**src/design/frm_pkg.sv**
```systemverilog
// Shared types and constants for the frame rate monitor.
package frm_pkg;

    localparam int TIME_W   = 48;   // commit timestamp width
    localparam int FRAMES_W = 16;   // frame counter width
    localparam int WIN_W    = 24;   // window length width
    localparam int NUM_W    = FRAMES_W + WIN_W;  // dividend width
    localparam int RATE_W   = 8;
    localparam int GAP_W    = 24;
    localparam int CFG_IDX_W  = 3;
    localparam int CFG_DATA_W = 24;

    localparam int unsigned DEF_IDLE_RATE = 30;
    localparam int unsigned DEF_WINDOW_US = 1000000;

    localparam logic [RATE_W-1:0] RESTORE_MARK = 8'hFF;

    // Register indexes
    localparam logic [CFG_IDX_W-1:0] CFG_ENABLE         = 3'd0;
    localparam logic [CFG_IDX_W-1:0] CFG_IDLE_RATE      = 3'd1;
    localparam logic [CFG_IDX_W-1:0] CFG_MAX_RATE       = 3'd2;
    localparam logic [CFG_IDX_W-1:0] CFG_COMMAND_MODE   = 3'd3;
    localparam logic [CFG_IDX_W-1:0] CFG_LONG_GAP_US    = 3'd4;
    localparam logic [CFG_IDX_W-1:0] CFG_LONG_GAP_LIMIT = 3'd5;

    typedef enum logic [2:0] {
        ST_IDLE,
        ST_EVAL,
        ST_MUL,
        ST_DIV,
        ST_FIN,
        ST_EMIT
    } t_state;

endpackage

```
**src/design/frame_rate_monitor_unit.sv**
```systemverilog
// Frame rate monitor: per-commit window bookkeeping and bit-serial rate divider.
// Steps: each accepted commit is evaluated, and when a full window closes the rate is
//   computed by a multiply, then a 40-step restoring divider, one dividend bit per cycle.
// A new transaction is accepted only once the last one is through; a
//   result held back by the receiver stalls the input until it leaves.
// Reset (synchronous, active low) restores register defaults, clears window state.
module frame_rate_monitor_unit #(
    parameter int unsigned DEFAULT_IDLE_RATE = frm_pkg::DEF_IDLE_RATE,
    parameter int unsigned WINDOW_US         = frm_pkg::DEF_WINDOW_US
) (
    input  logic                            i_clk,
    input  logic                            i_rst_n,
    // configuration write port
    input  logic                            i_cfg_we,
    input  logic [frm_pkg::CFG_IDX_W-1:0]   i_cfg_idx,
    input  logic [frm_pkg::CFG_DATA_W-1:0]  i_cfg_data,
    // commit event channel
    input  logic                            i_in_valid,
    output logic                            o_in_ready,
    input  logic [frm_pkg::TIME_W-1:0]      i_time_us,
    input  logic                            i_user_input,
    input  logic                            i_idle_mode,
    // rate report channel
    output logic                            o_out_valid,
    input  logic                            i_out_ready,
    output logic [frm_pkg::RATE_W-1:0]      o_rate_value
);
    import frm_pkg::*;

    localparam int CNT_W = $clog2(NUM_W);
    localparam logic [WIN_W-1:0]  LP_WIN  = WIN_W'(WINDOW_US);
    localparam logic [RATE_W-1:0] LP_IDLE = RATE_W'(DEFAULT_IDLE_RATE);

    // ---------------------------------------------------------------
    // Configuration registers
    // ---------------------------------------------------------------
    logic               r_enable;
    logic [RATE_W-1:0]  r_idle_rate;
    logic [RATE_W-1:0]  r_max_rate;
    logic               r_cmd_mode;
    logic [GAP_W-1:0]   r_long_gap_us;
    logic [RATE_W-1:0]  r_long_gap_limit;

    always_ff @(posedge i_clk) begin
        if (!i_rst_n) begin
            r_enable         <= 1'b1;
            r_idle_rate      <= '0;
            r_max_rate       <= RATE_W'(60);
            r_cmd_mode       <= 1'b1;
            r_long_gap_us    <= GAP_W'(100000);
            r_long_gap_limit <= RATE_W'(3);
        end else if (i_cfg_we) begin
            case (i_cfg_idx)
                CFG_ENABLE:         r_enable         <= i_cfg_data[0];
                CFG_IDLE_RATE:      r_idle_rate      <= i_cfg_data[RATE_W-1:0];
                CFG_MAX_RATE:       r_max_rate       <= i_cfg_data[RATE_W-1:0];
                CFG_COMMAND_MODE:   r_cmd_mode       <= i_cfg_data[0];
                CFG_LONG_GAP_US:    r_long_gap_us    <= i_cfg_data[GAP_W-1:0];
                CFG_LONG_GAP_LIMIT: r_long_gap_limit <= i_cfg_data[RATE_W-1:0];
                default: ;  // unmapped index: write dropped
            endcase
        end
    end

    // ---------------------------------------------------------------
    // Registers
    // ---------------------------------------------------------------
    t_state r_state, n_state;

    // latched transaction
    logic [TIME_W-1:0]   r_time, n_time;
    logic                r_user, n_user;
    logic                r_idle, n_idle;

    // window bookkeeping
    logic [TIME_W-1:0]   r_win_start, n_win_start;
    logic [TIME_W-1:0]   r_last_commit, n_last_commit;
    logic                r_commit_seen, n_commit_seen;
    logic [FRAMES_W-1:0] r_frames, n_frames;
    logic [RATE_W-1:0]   r_gap_run, n_gap_run;
    logic [RATE_W-1:0]   r_last_rate, n_last_rate;
    logic                r_win_open, n_win_open;
    logic                r_skip, n_skip;

    // serial divider: dividend shifts out MSB first into the remainder
    logic [NUM_W-1:0]    r_num, n_num;
    logic [TIME_W-1:0]   r_rem, n_rem;
    logic [TIME_W-1:0]   r_div, n_div;
    logic [RATE_W-1:0]   r_quo, n_quo;
    logic                r_sat, n_sat;     // quotient bit lost above bit 7
    logic [CNT_W-1:0]    r_cnt, n_cnt;

    // pending result and output register
    logic [RATE_W-1:0]   r_res, n_res;
    logic                r_out_valid, n_out_valid;
    logic [RATE_W-1:0]   r_out_rate, n_out_rate;

    // ---------------------------------------------------------------
    // Decision logic, evaluated on the latched transaction
    // ---------------------------------------------------------------
    logic                w_accept;
    logic                w_out_free;
    logic [RATE_W-1:0]   w_idle_val;
    logic [TIME_W-1:0]   w_ws;
    logic [TIME_W-1:0]   w_elapsed;
    logic [TIME_W-1:0]   w_gap;
    logic                w_long_gap;
    logic                w_win_done;
    logic [FRAMES_W-1:0] w_frames_inc;
    logic [RATE_W-1:0]   w_run_inc;
    logic [RATE_W-1:0]   w_rate;
    logic [TIME_W:0]     w_rem_sh;
    logic [TIME_W:0]     w_rem_sub;
    logic                w_ge;
    logic                w_emit;    // a result leaves this evaluation
    logic                w_go_div;  // window closed with a rate to compute

    assign w_accept     = i_in_valid && o_in_ready;
    assign w_out_free   = !r_out_valid || i_out_ready;
    assign w_idle_val   = (r_idle_rate != '0) ? r_idle_rate : LP_IDLE;
    // a closed window reopens at this commit
    assign w_ws         = r_win_open ? r_win_start : r_time;
    assign w_elapsed    = r_time - w_ws;           // wraps modulo 2^48
    assign w_gap        = r_time - r_last_commit;
    assign w_long_gap   = r_commit_seen && (w_gap > TIME_W'(r_long_gap_us));
    assign w_win_done   = w_elapsed >= TIME_W'(WINDOW_US);
    assign w_frames_inc = (r_frames == '1) ? r_frames : r_frames + 1'b1;
    assign w_run_inc    = (r_gap_run == '1) ? r_gap_run : r_gap_run + 1'b1;
    assign w_rate       = r_sat ? RESTORE_MARK : r_quo;

    // one restoring step per cycle
    assign w_rem_sh  = {r_rem, r_num[NUM_W-1]};
    assign w_ge      = w_rem_sh >= {1'b0, r_div};
    assign w_rem_sub = w_rem_sh - {1'b0, r_div};

    always_comb begin
        n_time        = r_time;
        n_user        = r_user;
        n_idle        = r_idle;
        n_win_start   = r_win_start;
        n_last_commit = r_last_commit;
        n_commit_seen = r_commit_seen;
        n_frames      = r_frames;
        n_gap_run     = r_gap_run;
        n_last_rate   = r_last_rate;
        n_win_open    = r_win_open;
        n_skip        = r_skip;
        n_num         = r_num;
        n_rem         = r_rem;
        n_div         = r_div;
        n_quo         = r_quo;
        n_sat         = r_sat;
        n_cnt         = r_cnt;
        n_res         = r_res;
        w_emit        = 1'b0;
        w_go_div      = 1'b0;

        case (r_state)
            ST_IDLE: begin
                if (w_accept) begin
                    n_time = i_time_us;
                    n_user = i_user_input;
                    n_idle = i_idle_mode;
                end
            end

            ST_EVAL: begin
                if (r_enable) begin
                    if (r_user) begin
                        // restore mark, then assume the maximum rate
                        w_emit      = 1'b1;
                        n_res       = RESTORE_MARK;
                        n_gap_run   = '0;
                        n_last_rate = r_max_rate;
                        n_skip      = 1'b1;
                    end else if (r_idle) begin
                        if (r_last_rate != w_idle_val) begin
                            if (r_cmd_mode) begin
                                w_emit    = 1'b1;
                                n_res     = w_idle_val;
                                n_gap_run = '0;
                            end
                            n_last_rate = w_idle_val;
                        end
                    end else begin
                        n_win_start = w_ws;
                        n_win_open  = 1'b1;
                        n_frames    = w_frames_inc;
                        if (w_long_gap) begin
                            n_gap_run = w_run_inc;
                            if (w_run_inc > r_long_gap_limit) begin
                                w_emit      = 1'b1;
                                n_res       = w_idle_val;
                                n_gap_run   = '0;
                                n_last_rate = w_idle_val;
                            end
                        end else begin
                            if (r_commit_seen) begin
                                n_gap_run = '0;
                            end
                            if (w_win_done) begin
                                if (r_skip) begin
                                    n_skip = 1'b0;
                                end else begin
                                    w_go_div = 1'b1;
                                    n_div    = w_elapsed;
                                end
                            end else begin
                                n_last_commit = r_time;
                                n_commit_seen = 1'b1;
                            end
                        end
                    end

                    // close the window unless the commit only extends it
                    if (r_user || r_idle || w_long_gap || (w_win_done && r_skip)) begin
                        n_win_start   = r_time;
                        n_last_commit = r_time;
                        n_commit_seen = 1'b1;
                        n_frames      = '0;
                        n_win_open    = 1'b0;
                    end
                end
            end

            ST_MUL: begin
                n_num = NUM_W'(r_frames) * NUM_W'(LP_WIN);
                n_rem = '0;
                n_quo = '0;
                n_sat = 1'b0;
                n_cnt = CNT_W'(NUM_W - 1);
            end

            ST_DIV: begin
                n_rem = w_ge ? w_rem_sub[TIME_W-1:0] : w_rem_sh[TIME_W-1:0];
                n_sat = r_sat | r_quo[RATE_W-1];
                n_quo = {r_quo[RATE_W-2:0], w_ge};
                n_num = {r_num[NUM_W-2:0], 1'b0};
                n_cnt = r_cnt - 1'b1;
            end

            ST_FIN: begin
                if (w_rate != r_last_rate) begin
                    w_emit      = 1'b1;
                    n_res       = w_rate;
                    n_gap_run   = '0;
                    n_last_rate = w_rate;
                end
                n_win_start   = r_time;
                n_last_commit = r_time;
                n_commit_seen = 1'b1;
                n_frames      = '0;
                n_win_open    = 1'b0;
            end

            default: ;
        endcase
    end

    // ---------------------------------------------------------------
    // Next state
    // ---------------------------------------------------------------
    always_comb begin
        n_state = r_state;
        case (r_state)
            ST_IDLE: if (w_accept) n_state = ST_EVAL;
            ST_EVAL: begin
                if (!r_enable)    n_state = ST_IDLE;
                else if (w_go_div) n_state = ST_MUL;
                else if (w_emit)   n_state = ST_EMIT;
                else               n_state = ST_IDLE;
            end
            ST_MUL:  n_state = ST_DIV;
            ST_DIV:  if (r_cnt == '0) n_state = ST_FIN;
            ST_FIN:  n_state = w_emit ? ST_EMIT : ST_IDLE;
            ST_EMIT: if (w_out_free) n_state = ST_IDLE;
            default: n_state = ST_IDLE;
        endcase
    end

    // ---------------------------------------------------------------
    // Outputs and output register
    // ---------------------------------------------------------------
    always_comb begin
        o_in_ready  = (r_state == ST_IDLE);
        n_out_valid = r_out_valid && !i_out_ready;
        n_out_rate  = r_out_rate;
        if ((r_state == ST_EMIT) && w_out_free) begin
            n_out_valid = 1'b1;
            n_out_rate  = r_res;
        end
    end

    assign o_out_valid  = r_out_valid;
    assign o_rate_value = r_out_rate;

    // control and window state
    always_ff @(posedge i_clk) begin
        if (!i_rst_n) begin
            r_state       <= ST_IDLE;
            r_out_valid   <= 1'b0;
            r_win_start   <= '0;
            r_last_commit <= '0;
            r_commit_seen <= 1'b0;
            r_frames      <= '0;
            r_gap_run     <= '0;
            r_last_rate   <= '0;
            r_win_open    <= 1'b0;
            r_skip        <= 1'b0;
            r_cnt         <= '0;
        end else begin
            r_state       <= n_state;
            r_out_valid   <= n_out_valid;
            r_win_start   <= n_win_start;
            r_last_commit <= n_last_commit;
            r_commit_seen <= n_commit_seen;
            r_frames      <= n_frames;
            r_gap_run     <= n_gap_run;
            r_last_rate   <= n_last_rate;
            r_win_open    <= n_win_open;
            r_skip        <= n_skip;
            r_cnt         <= n_cnt;
        end
    end

    // payload: no reset needed
    always_ff @(posedge i_clk) begin
        r_time     <= n_time;
        r_user     <= n_user;
        r_idle     <= n_idle;
        r_num      <= n_num;
        r_rem      <= n_rem;
        r_div      <= n_div;
        r_quo      <= n_quo;
        r_sat      <= n_sat;
        r_res      <= n_res;
        r_out_rate <= n_out_rate;
    end

endmodule

```
**config.mk**
```make
export PLATFORM = sky130hd
export DESIGN_NAME = frame_rate_monitor_unit
export DESIGN_NICKNAME = d
export VERILOG_FILES = /design/src/design/frm_pkg.sv /design/src/design/frame_rate_monitor_unit.sv
export SDC_FILE = /design/constraint.sdc
export NUM_CORES = 1
export LEC_CHECK = 0
export BUFFER_PORTS_ARGS = -buffer_cell sky130_fd_sc_hd__clkbuf_2
export CORE_MARGIN = 2
export CORE_UTILIZATION = 58
export CTS_BUF_LIST = sky130_fd_sc_hd__clkbuf_8 sky130_fd_sc_hd__clkbuf_16
export DETAILED_ROUTE_END_ITERATION = 8
export PLACE_DENSITY = 0.78
export SETUP_SLACK_MARGIN = 0.02
export SYNTH_ARGS = -nofsm -noshare
export SYNTH_HDL_FRONTEND = slang
export SYNTH_SLANG_ARGS = --single-unit
```
**constraint.sdc**
```tcl
create_clock -name i_clk -period 7.6 [get_ports i_clk]
set_clock_uncertainty 0.05 [all_clocks]
set_input_delay 1.52 -clock i_clk [delete_from_list [all_inputs] [get_ports i_clk]]
set_output_delay 1.52 -clock i_clk [all_outputs]
set_load 0.05 [all_outputs]
```
==> flow_summary.json <==
{
  "status": "completed",
  "grt_antenna_before_repair": 0,
  "setup_viol": 0,
  "dieWidth_um": 230.6,
  "drive_above_1_share": 0.07456,
  "hpwl_um": 57240,
  "rsz0062_at_grt": "false",
  "drtIter0Drc": 1815,
  "area_growth_pct": 8.028,
  "grt_pass1_wl_um": 123300,
  "drv_slew": 0,
  "die_h_um": 230.6,
  "cp-end-kind": "register",
  "port_buffers": 91,
  "cts_hold_buffers": 0,
  "dieArea_mm2": 0.05318,
  "grt.total_usage": 0.2814,
  "post-cts-setup-buffers": 0,
  "syn_nets": 3748,
  "min_period_ns": 6.565,
  "core_region_area_mm2": 0.05099,
  "drc": 0,
  "hold_violations": 0,
  "ant_nets": 0,
  "cts_sinks": 396,
  "ff2ff_setup_slack_ns": 1.03,
  "clock_latency_ns": 0.59,
  "wl_um": 75400,
  "viasPerCell": 6.090,
  "max_freq_ghz": 0.1523,
  "drt-pass1-iter-count": 6,
  "cts.clk_slew.worst_paths_ns": 0.07,
  "yosysSeqAreaShare": 0.3351,
  "yosys.area.top_type_share": 0.2067,
  "grt_max_degree": 133,
  "synthesis.area_mm2": 0.02978,
  "crit_required_ns": 8.03,
  "hold_class": "register to register",
  "cellPowerDensity_mw_per_mm2": 320.6,
  "period_share": 0.8638,
  "fin_setup_tns_ns": 0,
  "cap_viol_max_count": 0,
  "cts_tree": "built",
  "start_util": 0.5841,
  "pre_cts_slack_ns": 1.287,
  "cts_max_level": 2,
  "worstMarginPinSlew_ns": 1.042,
  "synth_edf_count": 205,
  "root_buffer": "clkbuf_16",
  "crit_fanout": 48,
  "synth_area_leader_cell": "edfxtp_1",
  "gr-total-overflow": 0,
  "cts_buffers": 43,
  "clk_path_buf_depth": 3,
  "cellLeakagePower_nw": 13.73,
  "synth-async-reset-ratio": 0,
  "worst_slack_ns": 1.035,
  "synthTopCellsByArea": "edfxtp_1, dfxtp_1, ha_1, mux2i_1, nand2_1",
  "ys.flop_type": "edfxtp_1",
  "final_util": 0.6310,
  "gp_congestion": 0.9449,
  "vias": 24570,
  "ys_types": 97,
  "fp-row-count": 83,
  "cts_resized": 0,
  "grt_pass1_vias": 24020,
  "syn-instance-count": 3311,
  "peakVddDrop_uv": 187.4,
  "n_fill_cell": 4211,
  "arrival_ns": 6.99,
  "synth.avg_cell_area_um2": 8.995,
  "ys_warn_count": 0,
  "synth-seq-cells": 396,
  "critPathKind": "register to register",
  "avgRoutedWirePerCell_um": 18.69,
  "startpoint_type": "register",
  "nNetsFinal": 3756,
  "maxSlewHeadroom": 0.3052,
  "ioPinCount": 92
}
report_power, final:
group	internal [mW]	total [mW]	switching, mW
Sequential	2.70	2.99	0.292
Combinational	1.93	5.02	3.09
Clock	1.40	2.30	0.906
Total	6.03	10.3	4.29
cell type report:
cell class | instances | area, µm² | share of cell area
multi-input cells | 2526 | 18290 | 0.5685
diodes | 1 | 2.502 | 0.00007778
clock inverters | 32 | 405.4 | 0.01260
inverters | 249 | 937.1 | 0.02913
flip-flops and latches | 396 | 9981 | 0.3102
clock buffers | 47 | 1142 | 0.03550
repair buffers | 103 | 564.3 | 0.01754
well taps | 680 | 850.8 | 0.02644
flip-flops by register name, indices dropped and copies added (netlist names), 16 cells and up:
register,count
r_frames,16
r_num,34
r_last_commit,48
r_long_gap_us,24
r_div,48
r_time,48
r_win_start,48
r_rem,48
path summary, 6_finish.rpt:
path / cells after the start / start / end
worst max-delay path: 25 / r_time[1] / r_win_start[34]
worst min-delay path: 0 / r_res[2] / o_rate_value[2]
worst max register to register: 25 / r_time[1] / r_win_start[34]
worst min register to register: 0 / r_res[2] / o_rate_value[2]
cells in the final DEF (no fill, tap or decap), types with 10 or more instances in the layout:
| cell | n |
|---|---|
| o31ai_1 | 15 |
| and2_1 | 16 |
| fa_1 | 58 |
| a21boi_0 | 48 |
| nor2b_1 | 33 |
| or3b_2 | 27 |
| nor4_1 | 17 |
| o22ai_1 | 10 |
| o21ai_0 | 139 |
| a21oi_1 | 251 |
| nor2_1 | 177 |
| nand2b_1 | 39 |
| o21bai_1 | 26 |
| nand2_1 | 419 |
| and3_1 | 24 |
| inv_1 | 255 |
| xnor2_1 | 105 |
| nor3_1 | 62 |
| xor2_1 | 57 |
| dfxtp_1 | 190 |
| ha_1 | 297 |
| o21a_1 | 37 |
| a211oi_1 | 29 |
| nand4_1 | 52 |
| clkbuf_2 | 90 |
| or3b_1 | 13 |
| clkbuf_16 | 44 |
| o211ai_1 | 20 |
| o31a_1 | 11 |
| mux2i_1 | 169 |
| edfxtp_1 | 205 |
| o21ai_1 | 21 |
| a21o_1 | 65 |
| or4_1 | 11 |
| nand3_1 | 75 |
| a31oi_1 | 22 |
| buf_4 | 11 |
| or3_1 | 18 |
per-layer routing:
metal  vias to the layer above  share of wire  global-route usage
met5                         -              0                   0
met4                         0          0.030             0.09315
met3                       117          0.051             0.02915
met2                       737           0.46              0.4612
met1                     11790           0.46              0.3903
li1                      11930              -                   -
cell usage after synthesis, drive strengths merged, types with 64 or more instances:
cell type  number
nand2         422
ha            297
a21oi         254
inv           249
edfxtp        205
dfxtp         191
nor2          178
mux2i         169
o21ai         161
xnor2         105
clkbuf        100
nand3          75
a21o           65
nor3           64
worst max-delay path: stages, from the launching register on:
cell	delay, ns
edfxtp_1	0.53
ha_1	0.32
nor2b_1	0.14
o21ai_0	0.18
nand2b_1	0.12
a21o_1	0.19
a21o_1	0.19
a21oi_1	0.17
o21bai_1	0.11
a31oi_1	0.24
o21ai_0	0.16
xor2_1	0.17
ha_1	0.32
a21oi_1	0.14
a21oi_1	0.07
or4b_1	0.53
a211o_1	0.27
nor4_1	0.24
nand4_1	0.12
nor4_1	0.27
and4_1	0.28
a21oi_2	0.14
nor2_1	0.55
a32oi_4	0.17
buf_4	0.39
mux2i_1	0.31
kinds of logic after synthesis:
kind of cell,share of synthesized area
and+or+nand+nor,0.1676
AOI/OAI and AO/OA,0.1766
DFF,0.3351
buffers and inverters,0.05184
adders and majority gates,0.1638
muxes,0.05755
xor gates and xnor gates,0.04764
through the flow:
stage	hold WS [ns]	power [mW]	cells	area, µm²
2_1_floorplan	0.3503	6.731	3311	29780
3_3_place_gp	0.3622	7.787	3954	30620
3_5_place_dp	0.3665	7.918	3954	30620
4_1_cts	0.3796	10.27	4033	32170
5_1_grt	0.3981	10.95	4033	32170
6_report	0.3759	10.31	4034	32170
Power figures use the tool's default switching activity.
